[config.mk]
export PLATFORM = sky130hd
export DESIGN_NAME = round_robin_member_pool
export DESIGN_NICKNAME = d
export VERILOG_FILES = /design/src/rrmp_pkg.sv /design/src/rrmp_ctrl.sv /design/src/rrmp_dpath.sv /design/src/round_robin_member_pool.sv
export SDC_FILE = /design/constraint.sdc
export NUM_CORES = 2
export LEC_CHECK = 0
export BUFFER_PORTS_ARGS = -buffer_cell sky130_fd_sc_hd__buf_2
export CORE_MARGIN = 2
export CORE_UTILIZATION = 60
export CTS_CLUSTER_SIZE = 16
export DETAILED_ROUTE_END_ITERATION = 7
export GPL_ROUTABILITY_DRIVEN = 0
export PLACE_DENSITY = 0.77
export RECOVER_POWER = 100
export SLEW_MARGIN = 10
export SYNTH_ARGS = -nofsm -noshare
export SYNTH_HDL_FRONTEND = slang
export SYNTH_SLANG_ARGS = --single-unit
[constraint.sdc]
create_clock -name clk -period 17.3 [get_ports clk]
set_clock_uncertainty 0.15 [all_clocks]
set_input_delay 1.73 -clock clk [delete_from_list [all_inputs] [get_ports clk]]
set_output_delay 1.73 -clock clk [all_outputs]
set_load 0.1 [all_outputs]
[src/rrmp_pkg.sv]
// ---------------------------------------------------------------------------
// rrmp_pkg: shared types and constants for the round-robin member pool
// Sizes of the member table, the remainder unit, and the command and status
// structs that pass between the controller and the datapath.
// ---------------------------------------------------------------------------
package rrmp_pkg;

  // table geometry
  localparam int MAX_MEMBERS = 16;
  localparam int ID_WIDTH    = 64;
  localparam int OUT_W       = 64;
  localparam int CTR_W       = 64;
  localparam int IDX_W       = (MAX_MEMBERS > 1) ? $clog2(MAX_MEMBERS) : 1;
  localparam int CNT_W       = $clog2(MAX_MEMBERS + 1);

  // remainder unit: counter bits consumed per cycle
  localparam int MOD_BITS  = 4;
  localparam int MOD_STEPS = CTR_W / MOD_BITS;
  localparam int STEP_W    = (MOD_STEPS > 1) ? $clog2(MOD_STEPS) : 1;

  // request codes
  typedef enum logic [1:0] {
    ACT_JOIN   = 2'd0,
    ACT_DEPART = 2'd1,
    ACT_NEXT   = 2'd2,
    ACT_NOP    = 2'd3
  } act_t;

  // result codes
  typedef enum logic [2:0] {
    ST_OK        = 3'd0,
    ST_PRESENT   = 3'd1,
    ST_NOT_FOUND = 3'd2,
    ST_EMPTY     = 3'd3,
    ST_FULL      = 3'd4
  } status_t;

  // table read address source
  typedef enum logic [1:0] {
    RD_SCAN = 2'd0,
    RD_UP   = 2'd1,
    RD_REM  = 2'd2
  } rd_sel_t;

  // controller to datapath
  typedef struct packed {
    logic    load;
    logic    scan_step;
    logic    append;
    logic    shift_step;
    logic    remove;
    logic    mod_step;
    logic    pick;
    logic    finish;
    status_t fin_status;
    rd_sel_t rd_sel;
  } dp_cmd_t;

  // datapath to controller
  typedef struct packed {
    logic scan_end;
    logic scan_hit;
    logic full;
    logic empty;
    logic shift_last;
    logic mod_last;
  } dp_stat_t;

endpackage

[src/rrmp_ctrl.sv]
// ---------------------------------------------------------------------------
// rrmp_ctrl: request sequencer
// Takes a request, walks the search, shift, remainder and pick phases, and
// raises the result strobe for one cycle when the request completes.
// ---------------------------------------------------------------------------
module rrmp_ctrl (
  input  logic              clk,
  input  logic              rst,
  input  logic              start,
  input  rrmp_pkg::act_t    action,
  input  rrmp_pkg::dp_stat_t stat,
  output rrmp_pkg::dp_cmd_t cmd,
  output logic              busy,
  output logic              done
);

  typedef enum logic [2:0] {
    S_IDLE,
    S_SEARCH,
    S_SHIFT,
    S_MOD,
    S_PICK
  } state_t;

  state_t         state;
  state_t         state_next;
  rrmp_pkg::act_t act_q;
  logic           accept;

  assign busy   = (state != S_IDLE);
  assign accept = start && (state == S_IDLE);

  // next state and datapath commands
  always_comb begin
    cmd            = '0;
    cmd.fin_status = rrmp_pkg::ST_OK;
    cmd.rd_sel     = rrmp_pkg::RD_SCAN;
    state_next     = state;
    unique case (state)
      S_IDLE: begin
        if (accept) begin
          cmd.load = 1'b1;
          unique case (action) inside
            rrmp_pkg::ACT_JOIN, rrmp_pkg::ACT_DEPART: begin
              state_next = S_SEARCH;
            end
            rrmp_pkg::ACT_NEXT: begin
              if (stat.empty) begin
                cmd.finish     = 1'b1;
                cmd.fin_status = rrmp_pkg::ST_EMPTY;
              end else begin
                state_next = S_MOD;
              end
            end
            default: begin
              cmd.finish = 1'b1;
            end
          endcase
        end
      end
      S_SEARCH: begin
        cmd.rd_sel = rrmp_pkg::RD_SCAN;
        if (stat.scan_hit) begin
          if (act_q == rrmp_pkg::ACT_JOIN) begin
            cmd.finish     = 1'b1;
            cmd.fin_status = rrmp_pkg::ST_PRESENT;
            state_next     = S_IDLE;
          end else begin
            state_next = S_SHIFT;
          end
        end else if (stat.scan_end) begin
          cmd.finish = 1'b1;
          state_next = S_IDLE;
          if (act_q != rrmp_pkg::ACT_JOIN) begin
            cmd.fin_status = rrmp_pkg::ST_NOT_FOUND;
          end else if (stat.full) begin
            cmd.fin_status = rrmp_pkg::ST_FULL;
          end else begin
            cmd.append = 1'b1;
          end
        end else begin
          cmd.scan_step = 1'b1;
        end
      end
      S_SHIFT: begin
        cmd.rd_sel = rrmp_pkg::RD_UP;
        if (stat.shift_last) begin
          cmd.remove = 1'b1;
          cmd.finish = 1'b1;
          state_next = S_IDLE;
        end else begin
          cmd.shift_step = 1'b1;
        end
      end
      S_MOD: begin
        cmd.mod_step = 1'b1;
        if (stat.mod_last) begin
          state_next = S_PICK;
        end
      end
      S_PICK: begin
        cmd.rd_sel = rrmp_pkg::RD_REM;
        cmd.pick   = 1'b1;
        cmd.finish = 1'b1;
        state_next = S_IDLE;
      end
      default: begin
        state_next = S_IDLE;
      end
    endcase
  end

  // state, request code and result strobe
  always_ff @(posedge clk) begin
    if (rst) begin
      state <= S_IDLE;
      done  <= 1'b0;
    end else begin
      state <= state_next;
      done  <= cmd.finish;
    end
    if (accept) begin
      act_q <= action;
    end
  end

  // a taken request either completes at once or keeps the block busy
  a_accept_progress: assert property (@(posedge clk) disable iff (rst)
    (start && !busy) |=> (busy || done))
    else $error("request taken but neither busy nor done");

  // the strobe always lands with the sequencer back at rest
  a_done_idle: assert property (@(posedge clk) disable iff (rst)
    done |-> (state == S_IDLE))
    else $error("result strobe while still working");

endmodule

[src/rrmp_dpath.sv]
// ---------------------------------------------------------------------------
// rrmp_dpath: member table and arithmetic
// Holds the ordered member table, the count and the rotation counter, the
// scan index, and a radix-16 remainder unit for counter mod count.
// ---------------------------------------------------------------------------
module rrmp_dpath (
  input  logic                          clk,
  input  logic                          rst,
  input  logic [rrmp_pkg::OUT_W-1:0]    member_id,
  input  rrmp_pkg::dp_cmd_t             cmd,
  output rrmp_pkg::dp_stat_t            stat,
  output logic [2:0]                    status,
  output logic [rrmp_pkg::OUT_W-1:0]    chosen_id
);

  logic [rrmp_pkg::ID_WIDTH-1:0] member_table [rrmp_pkg::MAX_MEMBERS];
  logic [rrmp_pkg::ID_WIDTH-1:0] id_q;
  logic [rrmp_pkg::CNT_W-1:0]    idx;
  logic [rrmp_pkg::CNT_W-1:0]    idx_up;
  logic [rrmp_pkg::CNT_W-1:0]    count;
  logic [rrmp_pkg::CNT_W-1:0]    rem;
  logic [rrmp_pkg::CNT_W-1:0]    rem_next;
  logic [rrmp_pkg::CTR_W-1:0]    rot;
  logic [rrmp_pkg::CTR_W-1:0]    mod_sh;
  logic [rrmp_pkg::STEP_W-1:0]   step;
  logic [rrmp_pkg::IDX_W-1:0]    rd_addr;
  logic [rrmp_pkg::IDX_W-1:0]    wr_addr;
  logic [rrmp_pkg::ID_WIDTH-1:0] rd_data;
  rrmp_pkg::status_t             res_status;
  logic [rrmp_pkg::OUT_W-1:0]    res_id;

  // one long-division step per digit bit, remainder kept below count
  function automatic logic [rrmp_pkg::CNT_W-1:0] mod_digit(
    input logic [rrmp_pkg::CNT_W-1:0]    r_in,
    input logic [rrmp_pkg::MOD_BITS-1:0] digit,
    input logic [rrmp_pkg::CNT_W-1:0]    div
  );
    logic [rrmp_pkg::CNT_W-1:0] r;
    logic [rrmp_pkg::CNT_W:0]   t;
    r = r_in;
    for (int b = rrmp_pkg::MOD_BITS - 1; b >= 0; b--) begin
      t = {r, digit[b]};
      if (t >= {1'b0, div}) begin
        t = t - {1'b0, div};
      end
      r = t[rrmp_pkg::CNT_W-1:0];
    end
    return r;
  endfunction

  assign idx_up   = idx + rrmp_pkg::CNT_W'(1);
  assign rem_next = mod_digit(rem, mod_sh[rrmp_pkg::CTR_W-1 -: rrmp_pkg::MOD_BITS], count);

  // single table read port
  always_comb begin
    case (cmd.rd_sel)
      rrmp_pkg::RD_UP:  rd_addr = idx_up[rrmp_pkg::IDX_W-1:0];
      rrmp_pkg::RD_REM: rd_addr = rem[rrmp_pkg::IDX_W-1:0];
      default:          rd_addr = idx[rrmp_pkg::IDX_W-1:0];
    endcase
  end
  assign rd_data = member_table[rd_addr];

  // single table write port
  assign wr_addr = cmd.append ? count[rrmp_pkg::IDX_W-1:0] : idx[rrmp_pkg::IDX_W-1:0];

  // status back to the controller
  assign stat.scan_end   = (idx == count);
  assign stat.scan_hit   = (idx != count) && (rd_data == id_q);
  assign stat.full       = (count == rrmp_pkg::CNT_W'(rrmp_pkg::MAX_MEMBERS));
  assign stat.empty      = (count == '0);
  assign stat.shift_last = (idx_up >= count);
  assign stat.mod_last   = (step == rrmp_pkg::STEP_W'(rrmp_pkg::MOD_STEPS - 1));

  // table writes: append at the tail or close the gap
  always_ff @(posedge clk) begin
    if (cmd.append) begin
      member_table[wr_addr] <= id_q;
    end else if (cmd.shift_step) begin
      member_table[wr_addr] <= rd_data;
    end
  end

  // count and rotation counter
  always_ff @(posedge clk) begin
    if (rst) begin
      count <= '0;
      rot   <= '0;
    end else begin
      if (cmd.append) begin
        count <= count + rrmp_pkg::CNT_W'(1);
      end else if (cmd.remove) begin
        count <= count - rrmp_pkg::CNT_W'(1);
      end
      if (cmd.pick) begin
        rot <= rot + rrmp_pkg::CTR_W'(1);
      end
    end
  end

  // request operands, scan index and remainder unit
  always_ff @(posedge clk) begin
    if (cmd.load) begin
      id_q   <= member_id[rrmp_pkg::ID_WIDTH-1:0];
      idx    <= '0;
      rem    <= '0;
      mod_sh <= rot;
      step   <= '0;
    end else begin
      if (cmd.scan_step || cmd.shift_step) begin
        idx <= idx_up;
      end
      if (cmd.mod_step) begin
        rem    <= rem_next;
        mod_sh <= mod_sh << rrmp_pkg::MOD_BITS;
        step   <= step + rrmp_pkg::STEP_W'(1);
      end
    end
  end

  // result registers, loaded on the finishing transfer
  always_ff @(posedge clk) begin
    if (cmd.finish) begin
      res_status <= cmd.fin_status;
      res_id     <= cmd.pick ? rrmp_pkg::OUT_W'(rd_data) : '0;
    end
  end

  assign status    = res_status;
  assign chosen_id = res_id;

  // the selected slot is always a live entry
  a_pick_range: assert property (@(posedge clk) disable iff (rst)
    cmd.pick |-> (rem < count))
    else $error("selection index beyond member count");

  // appending only into a table with room
  a_append_room: assert property (@(posedge clk) disable iff (rst)
    cmd.append |-> (count < rrmp_pkg::CNT_W'(rrmp_pkg::MAX_MEMBERS)))
    else $error("append into a full table");

  // compaction only reads live entries
  a_shift_range: assert property (@(posedge clk) disable iff (rst)
    cmd.shift_step |-> (idx_up < count))
    else $error("shift reads past the last member");

endmodule

[src/round_robin_member_pool.sv]
// ---------------------------------------------------------------------------
// round_robin_member_pool: ordered pool of distinct ids, round-robin pick
// Join scans, and depart scans then shifts, one entry a cycle; next works
//   through the 4-bit-a-cycle counter remainder, then reads the table; each
//   reply is registered. Empty next and the unused code finish from idle.
//   One request at a time, a new start is taken in the done cycle. The
//   receiver cannot stall.
// Reset (rst, synchronous) empties the pool and zeroes the rotation counter.
// ---------------------------------------------------------------------------
module round_robin_member_pool (
  input  logic                       clk,
  input  logic                       rst,
  input  logic                       start,
  output logic                       busy,
  input  logic [1:0]                 action,
  input  logic [rrmp_pkg::OUT_W-1:0] member_id,
  output logic                       done,
  output logic [2:0]                 status,
  output logic [rrmp_pkg::OUT_W-1:0] chosen_id
);

  rrmp_pkg::dp_cmd_t  cmd;
  rrmp_pkg::dp_stat_t stat;

  // sequencer
  rrmp_ctrl u_ctrl (
    .clk    (clk),
    .rst    (rst),
    .start  (start),
    .action (rrmp_pkg::act_t'(action)),
    .stat   (stat),
    .cmd    (cmd),
    .busy   (busy),
    .done   (done)
  );

  // table, counters and remainder unit
  rrmp_dpath u_dpath (
    .clk       (clk),
    .rst       (rst),
    .member_id (member_id),
    .cmd       (cmd),
    .stat      (stat),
    .status    (status),
    .chosen_id (chosen_id)
  );

endmodule

==> results.md <==
* Status: finished with violations
* Violated checks: max-capacitance violations, max-slew violations
* Die Y at 310 um
* Sequential cell area at 38400 um^2
* Reg2reg setup slack at 4.89 ns
* Post-layout min period at 12.41 ns
* Sequential area share after synthesis at 68.4%
* First-pass iteration count of the detailed router at 7
* Row count at 112
* Measured slew at the worst slew-check pin at 5.27 ns
* Vias per Instance at 6.94
* Die Area at 96100 um^2
* Critical Path Source Type: flop
* Final ANT Viol Nets at 0
* Reg clk slew, reported paths at 0.06 ns
* Clock Sinks at 1308
* Slew Viols, Final at 1773
* Post-synth EDFFs at 1221
* Number of I/O pins at 138
* Yosys warnings at 0
* Drt initial violations at 5983
* Worst min path class: reg2reg
* Count leader, synth: edfxtp_1
* Htree depth at 4
* Port bufs at 137
* Fillcell total at 6740
* Final core occ at 66.6%
* Pre-CTS setup slack at 9.34 ns
* Post-CTS Hold Fix Bufs at 0
* Gr ovfl total at 0
* Synth Register Bits at 1308
* First-pass GRT wire length at 237000 um
* CP Max Fanout at 78
* TritonCTS clock tree: yes
* Synthesized cell area at 56200 um^2
* Slew HR at -251%
* Synth top area share at 65.3%
* Post_cts resized at 0
* Vias in the first global route at 38300
* CP required at 17.51 ns
* Post-route setup slack at 4.89 ns
* Post-Synthesis Cells at 4307
* Multi-input logic area at 16100 um^2
* Cell Pwr Density at 212 nW/um^2
* Initial Util at 60.4%
* Avg WL per Cell at 28.0 um
* Cts bufs inserted at 137
* Fraction of layout cells with a size suffix above 1 at 7.51%
* Setup TNS at 0 ns
* Core Area at 93000 um^2
* Placed wire-length estimate at 85100 um
* Die X at 310 um
* DR vias at 39800
* Largest cells by area after synthesis: edfxtp_1, nand3_1, and3_1, dfxtp_1, a211oi_1
* Max Freq at 0.0806 GHz
* Clock buffer depth at 3
* Tcrit/Tclk final at 71.8%
* Endpoints failing setup at 0
* Critical setup path kind: reg2reg
* Root buf cell: clkbuf_16
* RSZ-0062 raised after global routing: false
* Initial antenna violation count at 3
* Final hold vios at 0
* Post-Layout Inst Area at 62000 um^2
* Max-cap violations at 43
* Setup bufs post-CTS at 0
* Post-detailed-routing wire length at 160000 um
* Synth async-reset ratio at 0%
* # nets final at 4465
* Pin count of the biggest net entering global routing at 196
* P&R area growth vs syn at 10.3%
* CP Capture Type: flop
* Drt drc at 0
* Syn nets at 4412
* Most frequent cells after synthesis: edfxtp_1, nand3_1, nand2_1
* Post-DP Area at 58200 um^2
* Peak supply drop at 0.000311 V
* Syn Area/Cell at 13.0 um^2
* Skew-Pair Late Insertion Delay at 0.76 ns
* Distinct cell type count after synthesis at 84
* GRT Overall Usage at 33.1%
* Signal arrival time at the worst endpoint at 12.62 ns
* Top_reg_cell synth: edfxtp_1
* Leak at 0.0209 uW
* Top cell type by total area after synthesis: edfxtp_1
-- cell usage in the layout (no fill, tap or decap), types with 8 or more instances in the layout --
cell type,n
a211o_1,16
a211oi_1,232
a21boi_0,23
a21o_1,9
a21oi_1,111
a311o_1,38
a311oi_1,29
a32o_1,16
a32oi_1,77
and2_0,53
and3_1,292
buf_2,65
buf_4,41
bufinv_16,8
clkbuf_1,188
clkbuf_16,144
clkinv_1,38
clkinv_2,20
dfxtp_1,87
edfxtp_1,1221
ha_1,31
inv_1,66
mux2i_1,9
nand2_1,335
nand3_1,397
nand4_1,20
nor2_1,158
nor3_1,20
nor4b_1,24
o211a_1,19
o211ai_1,34
o21ai_0,300
o21ai_1,15
o311a_1,15
o311ai_0,17
o32a_1,71
o32ai_1,15
or3_1,23
xnor2_1,26
xor2_1,47
-- state kept, by name, indices dropped and copies added (netlist names) --
signal,cells
u_ctrl.act_q,2
u_ctrl.done,1
u_ctrl.state,3
u_dpath.chosen_id,64
u_dpath.count,5
u_dpath.id_q,64
u_dpath.idx,5
u_dpath.member_table,1024
u_dpath.mod_sh,64
u_dpath.rem,5
u_dpath.rot,64
u_dpath.status,3
u_dpath.step,4
-- power by group --
group	internal (uW)	total [uW]	switching [uW]
combinational	1910	6100	4180
clock	1660	2880	1220
sequential	4030	4170	143
total	7610	13200	5540
-- critical path: stages (launching register included) --
cell	delay, ns
dfxtp_1	0.33
clkbuf_1	1.77
ha_1	0.59
a22o_4	0.50
nor2_1	0.68
clkbuf_1	2.96
buf_4	1.07
a211oi_1	0.10
o32a_1	0.40
and3_1	0.21
nor4b_2	0.74
nand4_1	0.17
nor4_1	0.60
and2_2	0.36
nand2_1	0.14
a31oi_4	0.18
buf_4	0.79
-- kinds of logic (layout without fill, tap and decap cells) --
logic type	count (synthesis)	in the layout	synth area share [%]
and+or+nand+nor	1378	1378	12.5
DFF	1308	1308	68.4
AOI/OAI and AO/OA	1072	1072	13.6
buffers and inverters	426	592	3.25
xor gates and xnor gates	73	73	1.14
adders and majority gates	36	36	0.869
muxes	14	14	0.278
other	0	1	0
-- through the flow --
step	total power, uW	hold slack [ns]	cells
after CTS	13100	0.342	5727
final	13200	0.340	5728
after global routing	13700	0.353	5728
after global placement	10000	0.307	5475
after floorplan	8480	0.276	4307
after detailed placement	10200	0.320	5475
-- final cells by class --
type                            count  share of cell area [%]
Timing Repair Buffer              272                    2.05
Inverter                           68                   0.414
Sequential cell                  1308                    62.0
Multi-Input combinational cell   2573                    25.9
Tap cell                         1254                    2.53
Antenna cell                        1                 0.00404
Clock buffer                      173                    6.09
Clock inverter                     79                   0.998
-- layer usage --
metal / part of all wire (%) / vias to the layer above / global-route usage, %
met3: 12 / 496 / 6.90
met1: 37 / 19500 / 44.8
met4: 4.6 / 2 / 15.5
met5: 0.0081 / - / 0
met2: 47 / 2837 / 51.9
li1: - / 17000 / -
-- worst paths after layout --
| path | from | endpoint | cells after the start |
|---|---|---|---|
| worst max-delay path | u_dpath.idx[1]$_SDFFE_PP0P_ | u_dpath.chosen_id[3]$_SDFFCE_PP0P_ | 16 |
| worst min-delay path | u_dpath.rem[4]$_SDFFE_PP0P_ | u_dpath.rem[4]$_SDFFE_PP0P_ | 2 |
| worst max register to register | u_dpath.idx[1]$_SDFFE_PP0P_ | u_dpath.chosen_id[3]$_SDFFCE_PP0P_ | 16 |
| worst min register to register | u_dpath.rem[4]$_SDFFE_PP0P_ | u_dpath.rem[4]$_SDFFE_PP0P_ | 2 |
Power figures use the tool's default switching activity.
